### src/hw/rtl/lkv_pkg.sv
// Shared types and constants for the LRU key/value cache.
// Holds the request and response beat structs, the cell control struct
// and the operation codes. Depends on nothing.
package lkv_pkg;

    localparam int FUNC_W  = 2;
    localparam int KEY_W   = 64;
    localparam int VALUE_W = 32;
    localparam int CAP_W   = 5;
    localparam int OCC_W   = 5;

    localparam logic [FUNC_W-1:0] FUNC_STORE  = 2'd0;
    localparam logic [FUNC_W-1:0] FUNC_LOOKUP = 2'd1;
    localparam logic [FUNC_W-1:0] FUNC_PEEK   = 2'd2;
    localparam logic [FUNC_W-1:0] FUNC_CLEAR  = 2'd3;

    typedef struct packed {
        logic [FUNC_W-1:0]  func;
        logic [KEY_W-1:0]   key;
        logic [VALUE_W-1:0] value_in;
    } req_t;

    typedef struct packed {
        logic               ok;
        logic [VALUE_W-1:0] value_out;
        logic [OCC_W-1:0]   occupancy;
    } rsp_t;

    // One-cycle commands broadcast to every cell.
    typedef struct packed {
        logic search; // compare the held key against the request key
        logic clear;  // drop every entry
        logic insert; // every cell takes its left neighbour's entry
        logic touch;  // cells up to the hit take their left neighbour's entry
    } cell_ctl_t;

endpackage

### src/hw/rtl/lkv_cell.sv
// One recency-ordered slot of the LRU cache chain.
// Holds a key, a value, a valid flag and a registered match flag.
// Depends on lkv_pkg for the cell control struct.
module lkv_cell #(
    parameter int IDX        = 0,
    parameter int ENTRIES    = 16,
    parameter int KEY_BITS   = 64,
    parameter int VALUE_BITS = 32,
    localparam int CNT_W     = $clog2(ENTRIES + 1)
) (
    input  logic                  clk,
    input  logic                  rst_n,
    input  lkv_pkg::cell_ctl_t    ctl,
    input  logic [KEY_BITS-1:0]   cmp_key,
    input  logic [CNT_W-1:0]      cap,
    // entry of the more recent neighbour (or the new head for the first cell)
    input  logic [KEY_BITS-1:0]   left_key,
    input  logic [VALUE_BITS-1:0] left_value,
    input  logic                  left_valid,
    // chains running from the least recent end towards the head
    input  logic                  hit_in,
    input  logic [VALUE_BITS-1:0] hit_value_in,
    output logic                  hit_out,
    output logic [VALUE_BITS-1:0] hit_value_out,
    output logic [KEY_BITS-1:0]   key,
    output logic [VALUE_BITS-1:0] value,
    output logic                  valid
);
    import lkv_pkg::*;

    logic [KEY_BITS-1:0]   key_reg,   key_next;
    logic [VALUE_BITS-1:0] value_reg, value_next;
    logic                  valid_reg, valid_next;
    logic                  match_reg, match_next;
    logic                  load;
    logic                  in_cap;

    // Set when the hit lies in this cell or further from the head.
    assign hit_out       = hit_in | match_reg;
    assign hit_value_out = hit_value_in | (match_reg ? value_reg : '0);
    assign in_cap        = CNT_W'(IDX) < cap;
    assign load          = ctl.insert | (ctl.touch & hit_out);

    always_comb
    begin
        key_next   = key_reg;
        value_next = value_reg;
        valid_next = valid_reg;
        match_next = match_reg;
        if (ctl.search)
        begin
            match_next = valid_reg && (key_reg == cmp_key);
        end
        if (ctl.clear)
        begin
            valid_next = 1'b0;
        end
        else if (load)
        begin
            key_next   = left_key;
            value_next = left_value;
            valid_next = ctl.insert ? (left_valid & in_cap) : left_valid;
        end
    end

    always_ff @(posedge clk or negedge rst_n)
    begin
        if (!rst_n)
        begin
            valid_reg <= 1'b0;
            match_reg <= 1'b0;
        end
        else
        begin
            valid_reg <= valid_next;
            match_reg <= match_next;
        end
    end

    always_ff @(posedge clk)
    begin
        key_reg   <= key_next;
        value_reg <= value_next;
    end

    assign key   = key_reg;
    assign value = value_reg;
    assign valid = valid_reg;

endmodule

### src/hw/rtl/lru_key_value_cache_top.sv
// Top level of the fully associative LRU key/value cache.
// Instantiates a chain of lkv_cell slots ordered by recency; depends on lkv_pkg.
//
//  Channel   Signals                        Direction  Beat contents
//  -------   -----------------------------  ---------  -----------------------------
//  req       req_valid, req_ready, req      in         func, key, value_in
//  rsp       rsp_valid, rsp_ready, rsp      out        ok, value_out, occupancy
//  cfg       cfg_we, cfg_wdata              in         capacity_limit, no handshake
//
// Each request beat passes a search state, which compares every slot against the key
// and registers the match flags, then an update state, which shifts the chain and loads
// the response register. A new request beat is taken only while idle or as the current
// one commits. The response register lets a finished result wait while the next request
// is searched; the update state stalls only while that register is still full.
// After reset every slot is empty and the capacity is 16; no clearing pass is needed.
module lru_key_value_cache_top #(
    parameter int ENTRIES    = 16,
    parameter int KEY_BITS   = 64,
    parameter int VALUE_BITS = 32
) (
    input  logic                        clk,
    input  logic                        rst_n,
    input  logic                        req_valid,
    output logic                        req_ready,
    input  lkv_pkg::req_t               req,
    output logic                        rsp_valid,
    input  logic                        rsp_ready,
    output lkv_pkg::rsp_t               rsp,
    input  logic                        cfg_we,
    input  logic [lkv_pkg::CAP_W-1:0]   cfg_wdata
);
    import lkv_pkg::*;

    localparam int CNT_W = $clog2(ENTRIES + 1);

    localparam logic [1:0] S_IDLE   = 2'd0;
    localparam logic [1:0] S_SEARCH = 2'd1;
    localparam logic [1:0] S_UPDATE = 2'd2;

    logic [1:0]       state_reg, state_next;
    req_t             req_reg;
    logic [CAP_W-1:0] cap_reg;
    logic [CNT_W-1:0] count_reg, count_next;
    rsp_t             rsp_reg, rsp_next;
    logic             rsp_valid_reg, rsp_valid_next;

    logic                  req_fire;
    logic                  commit;
    logic [CNT_W-1:0]      cap_eff;
    logic [KEY_BITS-1:0]   req_key;
    logic [VALUE_BITS-1:0] req_value;
    logic                  store_ok;
    logic                  hit;
    logic [VALUE_BITS-1:0] hit_value;
    logic [VALUE_BITS-1:0] head_value;
    cell_ctl_t             ctl;

    // Chain wiring: index ENTRIES is the far end of the hit chains, and the
    // slot arrays carry each cell's entry to its less recent neighbour.
    logic                  hit_chain   [ENTRIES+1];
    logic [VALUE_BITS-1:0] value_chain [ENTRIES+1];
    logic [KEY_BITS-1:0]   slot_key    [ENTRIES+1];
    logic [VALUE_BITS-1:0] slot_value  [ENTRIES+1];
    logic                  slot_valid  [ENTRIES+1];

    assign req_key   = req_reg.key[KEY_BITS-1:0];
    assign req_value = VALUE_BITS'(req_reg.value_in);
    assign store_ok  = (req_key != '0) && (req_value != '0);

    // A capacity of zero behaves as one, and anything above the slot count saturates.
    always_comb
    begin
        if (cap_reg == '0)
        begin
            cap_eff = CNT_W'(1);
        end
        else if (32'(cap_reg) > 32'(ENTRIES))
        begin
            cap_eff = CNT_W'(ENTRIES);
        end
        else
        begin
            cap_eff = CNT_W'(cap_reg);
        end
    end

    assign commit    = (state_reg == S_UPDATE) && (!rsp_valid_reg || rsp_ready);
    assign req_ready = (state_reg == S_IDLE) || commit;
    assign req_fire  = req_valid && req_ready;

    assign hit       = hit_chain[0];
    assign hit_value = value_chain[0];

    // The head of the chain receives the entry that becomes most recent.
    assign head_value     = (req_reg.func == FUNC_STORE) ? req_value : hit_value;
    assign slot_key[0]    = req_key;
    assign slot_value[0]  = head_value;
    assign slot_valid[0]  = 1'b1;
    assign hit_chain[ENTRIES]   = 1'b0;
    assign value_chain[ENTRIES] = '0;

    // Decode the registered request into chain commands and the response beat.
    always_comb
    begin
        ctl             = '0;
        ctl.search      = (state_reg == S_SEARCH);
        count_next      = count_reg;
        rsp_next.ok        = 1'b0;
        rsp_next.value_out = '0;
        case (req_reg.func)
            FUNC_STORE:
            begin
                if (store_ok)
                begin
                    rsp_next.ok = 1'b1;
                    if (hit)
                    begin
                        ctl.touch = commit;
                    end
                    else
                    begin
                        // Old entries move one place back; those past the capacity drop.
                        ctl.insert = commit;
                        count_next = (count_reg >= cap_eff) ? cap_eff
                                                            : count_reg + 1'b1;
                    end
                end
            end
            FUNC_LOOKUP:
            begin
                rsp_next.ok        = hit;
                rsp_next.value_out = VALUE_W'(hit_value);
                ctl.touch          = commit & hit;
            end
            FUNC_PEEK:
            begin
                rsp_next.ok        = hit;
                rsp_next.value_out = VALUE_W'(hit_value);
            end
            FUNC_CLEAR:
            begin
                rsp_next.ok = 1'b1;
                ctl.clear   = commit;
                count_next  = '0;
            end
            default:
            begin
                rsp_next.ok = 1'b0;
            end
        endcase
        rsp_next.occupancy = OCC_W'(count_next);
    end

    always_comb
    begin
        state_next = state_reg;
        case (state_reg)
            S_IDLE:
            begin
                if (req_fire)
                begin
                    state_next = S_SEARCH;
                end
            end
            S_SEARCH:
            begin
                state_next = S_UPDATE;
            end
            S_UPDATE:
            begin
                if (commit)
                begin
                    state_next = req_fire ? S_SEARCH : S_IDLE;
                end
            end
            default:
            begin
                state_next = S_IDLE;
            end
        endcase
    end

    always_comb
    begin
        if (commit)
        begin
            rsp_valid_next = 1'b1;
        end
        else if (rsp_ready)
        begin
            rsp_valid_next = 1'b0;
        end
        else
        begin
            rsp_valid_next = rsp_valid_reg;
        end
    end

    always_ff @(posedge clk or negedge rst_n)
    begin
        if (!rst_n)
        begin
            state_reg     <= S_IDLE;
            cap_reg       <= CAP_W'(16);
            count_reg     <= '0;
            rsp_valid_reg <= 1'b0;
        end
        else
        begin
            state_reg     <= state_next;
            rsp_valid_reg <= rsp_valid_next;
            if (cfg_we)
            begin
                cap_reg <= cfg_wdata;
            end
            if (commit)
            begin
                count_reg <= count_next;
            end
        end
    end

    always_ff @(posedge clk)
    begin
        if (req_fire)
        begin
            req_reg <= req;
        end
        if (commit)
        begin
            rsp_reg <= rsp_next;
        end
    end

    // Slot 0 is the most recent entry; valid slots always sit together at the head.
    for (genvar i = 0; i < ENTRIES; i++)
    begin : g_cell
        lkv_cell #(
            .IDX        (i),
            .ENTRIES    (ENTRIES),
            .KEY_BITS   (KEY_BITS),
            .VALUE_BITS (VALUE_BITS)
        ) u_cell (
            .clk           (clk),
            .rst_n         (rst_n),
            .ctl           (ctl),
            .cmp_key       (req_key),
            .cap           (cap_eff),
            .left_key      (slot_key[i]),
            .left_value    (slot_value[i]),
            .left_valid    (slot_valid[i]),
            .hit_in        (hit_chain[i+1]),
            .hit_value_in  (value_chain[i+1]),
            .hit_out       (hit_chain[i]),
            .hit_value_out (value_chain[i]),
            .key           (slot_key[i+1]),
            .value         (slot_value[i+1]),
            .valid         (slot_valid[i+1])
        );
    end

    assign rsp_valid = rsp_valid_reg;
    assign rsp       = rsp_reg;

endmodule

### config.mk
export PLATFORM = sky130hd
export DESIGN_NAME = lru_key_value_cache_top
export DESIGN_NICKNAME = d
export VERILOG_FILES = /design/src/hw/rtl/lkv_pkg.sv /design/src/hw/rtl/lkv_cell.sv /design/src/hw/rtl/lru_key_value_cache_top.sv
export SDC_FILE = /design/constraint.sdc
export NUM_CORES = 2
export LEC_CHECK = 0
export ABC_CLOCK_PERIOD_IN_PS = 16710
export BUFFER_PORTS_ARGS = -buffer_cell sky130_fd_sc_hd__buf_4
export CAP_MARGIN = 5
export CORE_MARGIN = 2
export CORE_UTILIZATION = 60
export DETAILED_ROUTE_END_ITERATION = 10
export GPL_TIMING_DRIVEN = 0
export PLACE_DENSITY = 0.75
export SETUP_SLACK_MARGIN = 0.5
export SYNTH_ARGS = -nofsm -noshare
export SYNTH_HDL_FRONTEND = slang
export SYNTH_SLANG_ARGS = --single-unit
export TNS_END_PERCENT = 50
### constraint.sdc
create_clock -name clk -period 16.71 [get_ports clk]
set_input_delay 4.1775 -clock clk [delete_from_list [all_inputs] [get_ports clk]]
set_output_delay 4.1775 -clock clk [all_outputs]
set_load 0.01 [all_outputs]
==> impl_results.md <==
- Status: finished, final reports clean
- Top-level port count: 148
- H-tree levels: 4
- Seq cells post-synth: roughly 1,700
- Initial Util: 60.7%
- Place WS: a little over 7 ns
- Vias: 40,300
- DP Cell Count: 5,792
- Endpoints failing hold: 0
- R2r setup slk: 11.36 ns
- Worst Reg2Reg Path Length in Cells: 9
- Hold_sp: g_cell[10].u_cell.value[5]
- Fin nets: around 4,600
- Die height: between 300 and 400 microns
- Core area: 113,000 sq um
- Max Cap Viol: 0
- Min Hold Slack: 0.427 ns
- Port bufs: 146
- Avg WL per Cell: 37.7 microns
- Final setup fails: 0
- Ys async rst share: 2.62%
- # hold bufs at CTS: 0
- Clock Path Buffers: 3
- Pwr Density: between 100 and 150 nW/um^2
- Design internal power: 7.16 mW
- Reg-to-reg startpoint: g_cell[15].u_cell.match_reg
- Final WL: 230 mm
- Clock period minus worst slack: 9.47 ns
- Period utilisation layout: 56.7%
- Crit Path Class: primary input to output pin
- Die X-Extent: 342 microns
- Post-synth top flop: edfxtp_1
- Final core occ: a little over two thirds
- Syn_nets: 4,202
- Lkg Pwr: 25.2 nW
- TritonCTS Sinks: 1,717
- Maximum fanout count along the critical path: 10
- WHS Endpoint: g_cell[11].u_cell.value[5]
- Slew Limit Fails: 0
- Hold path cells: 0
- Synthesized cell area: 68,500 sq um
- Post-detail-place hpwl: 174 mm
- TritonCTS clock tree: done
- P_sw: 2.15 mW
- Sw Share: between 20% and 30%
- CTS root buffer: clkbuf_16
- Unrepaired setup endpoints after global routing: no
- Non-filler cells in the finished layout: 6,109
- CTS buffer count: 170
- GRT overflow: 0
- Post-route ant nets: 0
- # fillers: 7,384
- Area Overhead vs Synth: 14.6%
- 1st-iter DRT viols: 6,697
- Max_slew headroom: 1.04%
- 1st-pass router iterations: 6
- Seq pwr share: 52.0%
- Sequential element share of the synthesized area: between 70% and 80%
- Row count: roughly 120
- Post-CTS sizing: 0
- First-pass GRT wire length: 310 mm
- Largest net degree at the start of global routing: 65
- Combinational share of power: 6.5%
- Total global-route track usage: 39.7%
- Clock power share: about two fifths
- Element type at the critical path end: output pin
- Via count of the first global-routing pass: 39,300
- Commonest non-fill, non-tap cell in the layout: edfxtp_1
- # DRC: 0
- Max Clock Skew: 0.0375 ns
- Clock Latency Late Sink: about 0.8 ns
- Mean Syn Cell Area: 16.8 sq um
- Setup repair bufs after CTS: 0
- Library cells used by synthesis: 68
- Synth warn: 0
- Layout cell share with drive strength beyond 1: roughly an eighth
- PnR worst setup slack: 7.24 ns
- Slew @ Worst Pin: 1.48 ns
- Cells after Synth: ~4,100
- Placer Congestion: about 1.0
- Post-synth EDFFs: approximately 1,700
- Peak VDD IR: 0.103 mV
- Most frequent cells in the layout: 1,672 x edfxtp_1, 528 x xnor2_1, 482 x xor2_1, 183 x nor4_1, 180 x nand4_1
- Startpoint Class: primary input
- Worst endpoint required time: 12.53 ns
- Fmax achieved: 106 MHz
- Data arrival, critical path: 5.30 ns
- DIE AREA: 117,000 sq um
- Max reg flops: between 1,000 and 1,500
- Drt via density: between 6 and 7
- Initial antenna violation count: 8
- Hold WC Path Type: flip-flop to flip-flop
- CTS clk-pin slew, worst paths: 0.07 ns
- Reg-to-reg critical path endpoint: g_cell[15].u_cell.key[28]
-- cell families (layout without fill, tap and decap cells) --
| kind of cell | count (synthesis) | in the layout | synth area share [%] |
|---|---|---|---|
| and+or+nand+nor | 681 | 681 | 5.77 |
| muxes | 16 | 16 | 0.239 |
| AOI/OAI and AO/OA | 400 | 400 | 4.42 |
| adders and majority gates | 9 | 9 | 0.164 |
| DFF | 1717 | 1717 | 74.9 |
| other | 0 | 2 | 0 |
| buffers and inverters | 252 | 774 | 1.60 |
| xor gates and xnor gates | 1010 | 1010 | 12.9 |
-- power groups by stage --
stage	logic, mW	registers, mW	clock network [mW]
2_1_floorplan	0.311	4.92	0
3_3_place_gp	0.570	4.95	0
3_5_place_dp	0.594	4.93	0
4_1_cts	0.597	4.84	3.86
5_1_grt	0.628	4.85	4.02
6_report	0.609	4.84	3.86
-- Yosys cell counts, drive strengths merged (2+ instances only) --
master   instances  area (sq um)
edfxtp        1672         50200
xnor2          528          4620
xor2           482          4220
nor4           190          1260
nand4          180          1130
a22oi          171          1280
buf            152           724
nor2            96           378
nand3           79           395
clkbuf          71           267
a21oi           50           250
a22o            45           394
a221oi          44           385
dfrtp           44          1100
nand2           42           160
nor3            38           255
nor2b           34           213
inv             29           109
o21ai           21           116
a32o            18           180
mux2i           13           130
ha               9           113
a31oi            8          50.1
o22ai            6          37.5
a31o             5          43.8
nand2b           5          31.3
a21o             4          30.0
or3              4          25.0
a2111oi          3          26.3
a211oi           3          22.5
a221o            3          30.0
mux2             3          33.8
o2111ai          3          43.8
o31ai            3          22.5
or4              3          22.5
a2bb2oi          2          17.5
and2             2          12.5
o211ai           2          15.0
o21bai           2          15.0
o311ai           2          17.5
-- layer usage --
metal | vias to the layer above | wire (microns) | GRT usage, % | part of all wire [%]
met5 | - | 24 | 0 | 0.010
met4 | 4 | 17600 | 25.3 | 7.7
met3 | 666 | 26700 | 9.80 | 12
met1 | 20000 | 86800 | 54.6 | 38
met2 | 3144 | 99100 | 57.2 | 43
li1 | 16500 | - | - | -
-- layout make-up --
class | count | area (sq um) | share of cell area (%)
sequential | 1717 | 51300 | 65.4
multi-input combinational | 2116 | 16300 | 20.7
clock buffer | 207 | 4470 | 5.69
timing repair buffer | 210 | 2390 | 3.05
tap | 1500 | 1880 | 2.39
clock inverter | 105 | 1080 | 1.37
buffer | 223 | 1010 | 1.28
inverter | 29 | 111 | 0.142
antenna | 2 | 5.00 | 0.00637
-- through the flow --
step	instance area, sq um	total power [mW]	setup TNS, ns
finish	78500	9.31	0
global route	78500	9.49	0
CTS	78500	9.30	0
detailed placement	72900	5.52	0
global placement	71500	5.52	-12.47
floorplan	68500	5.23	0
-- how the worst max path moves through the flow --
stage / startpoint / endpoint / slack [ns]
global route: rsp_ready / req_ready / 7.17
finish: rsp_ready / req_ready / 7.24
detailed placement: rsp_ready / g_cell[12].u_cell.key[17] / 7.13
global placement: rsp_ready / g_cell[11].u_cell.key[17] / -0.17
floorplan: rsp_ready / g_cell[11].u_cell.key[0] / 4.64
CTS: rsp_ready / req_ready / 7.23
-- critical path, stage by stage --
cell and delay, ns:
buf_4 0.12, nor2b_1 0.17, buf_1 0.44, a21oi_1 0.20
buf_4 0.18
No activity file was read; power rests on OpenSTA's default activity.
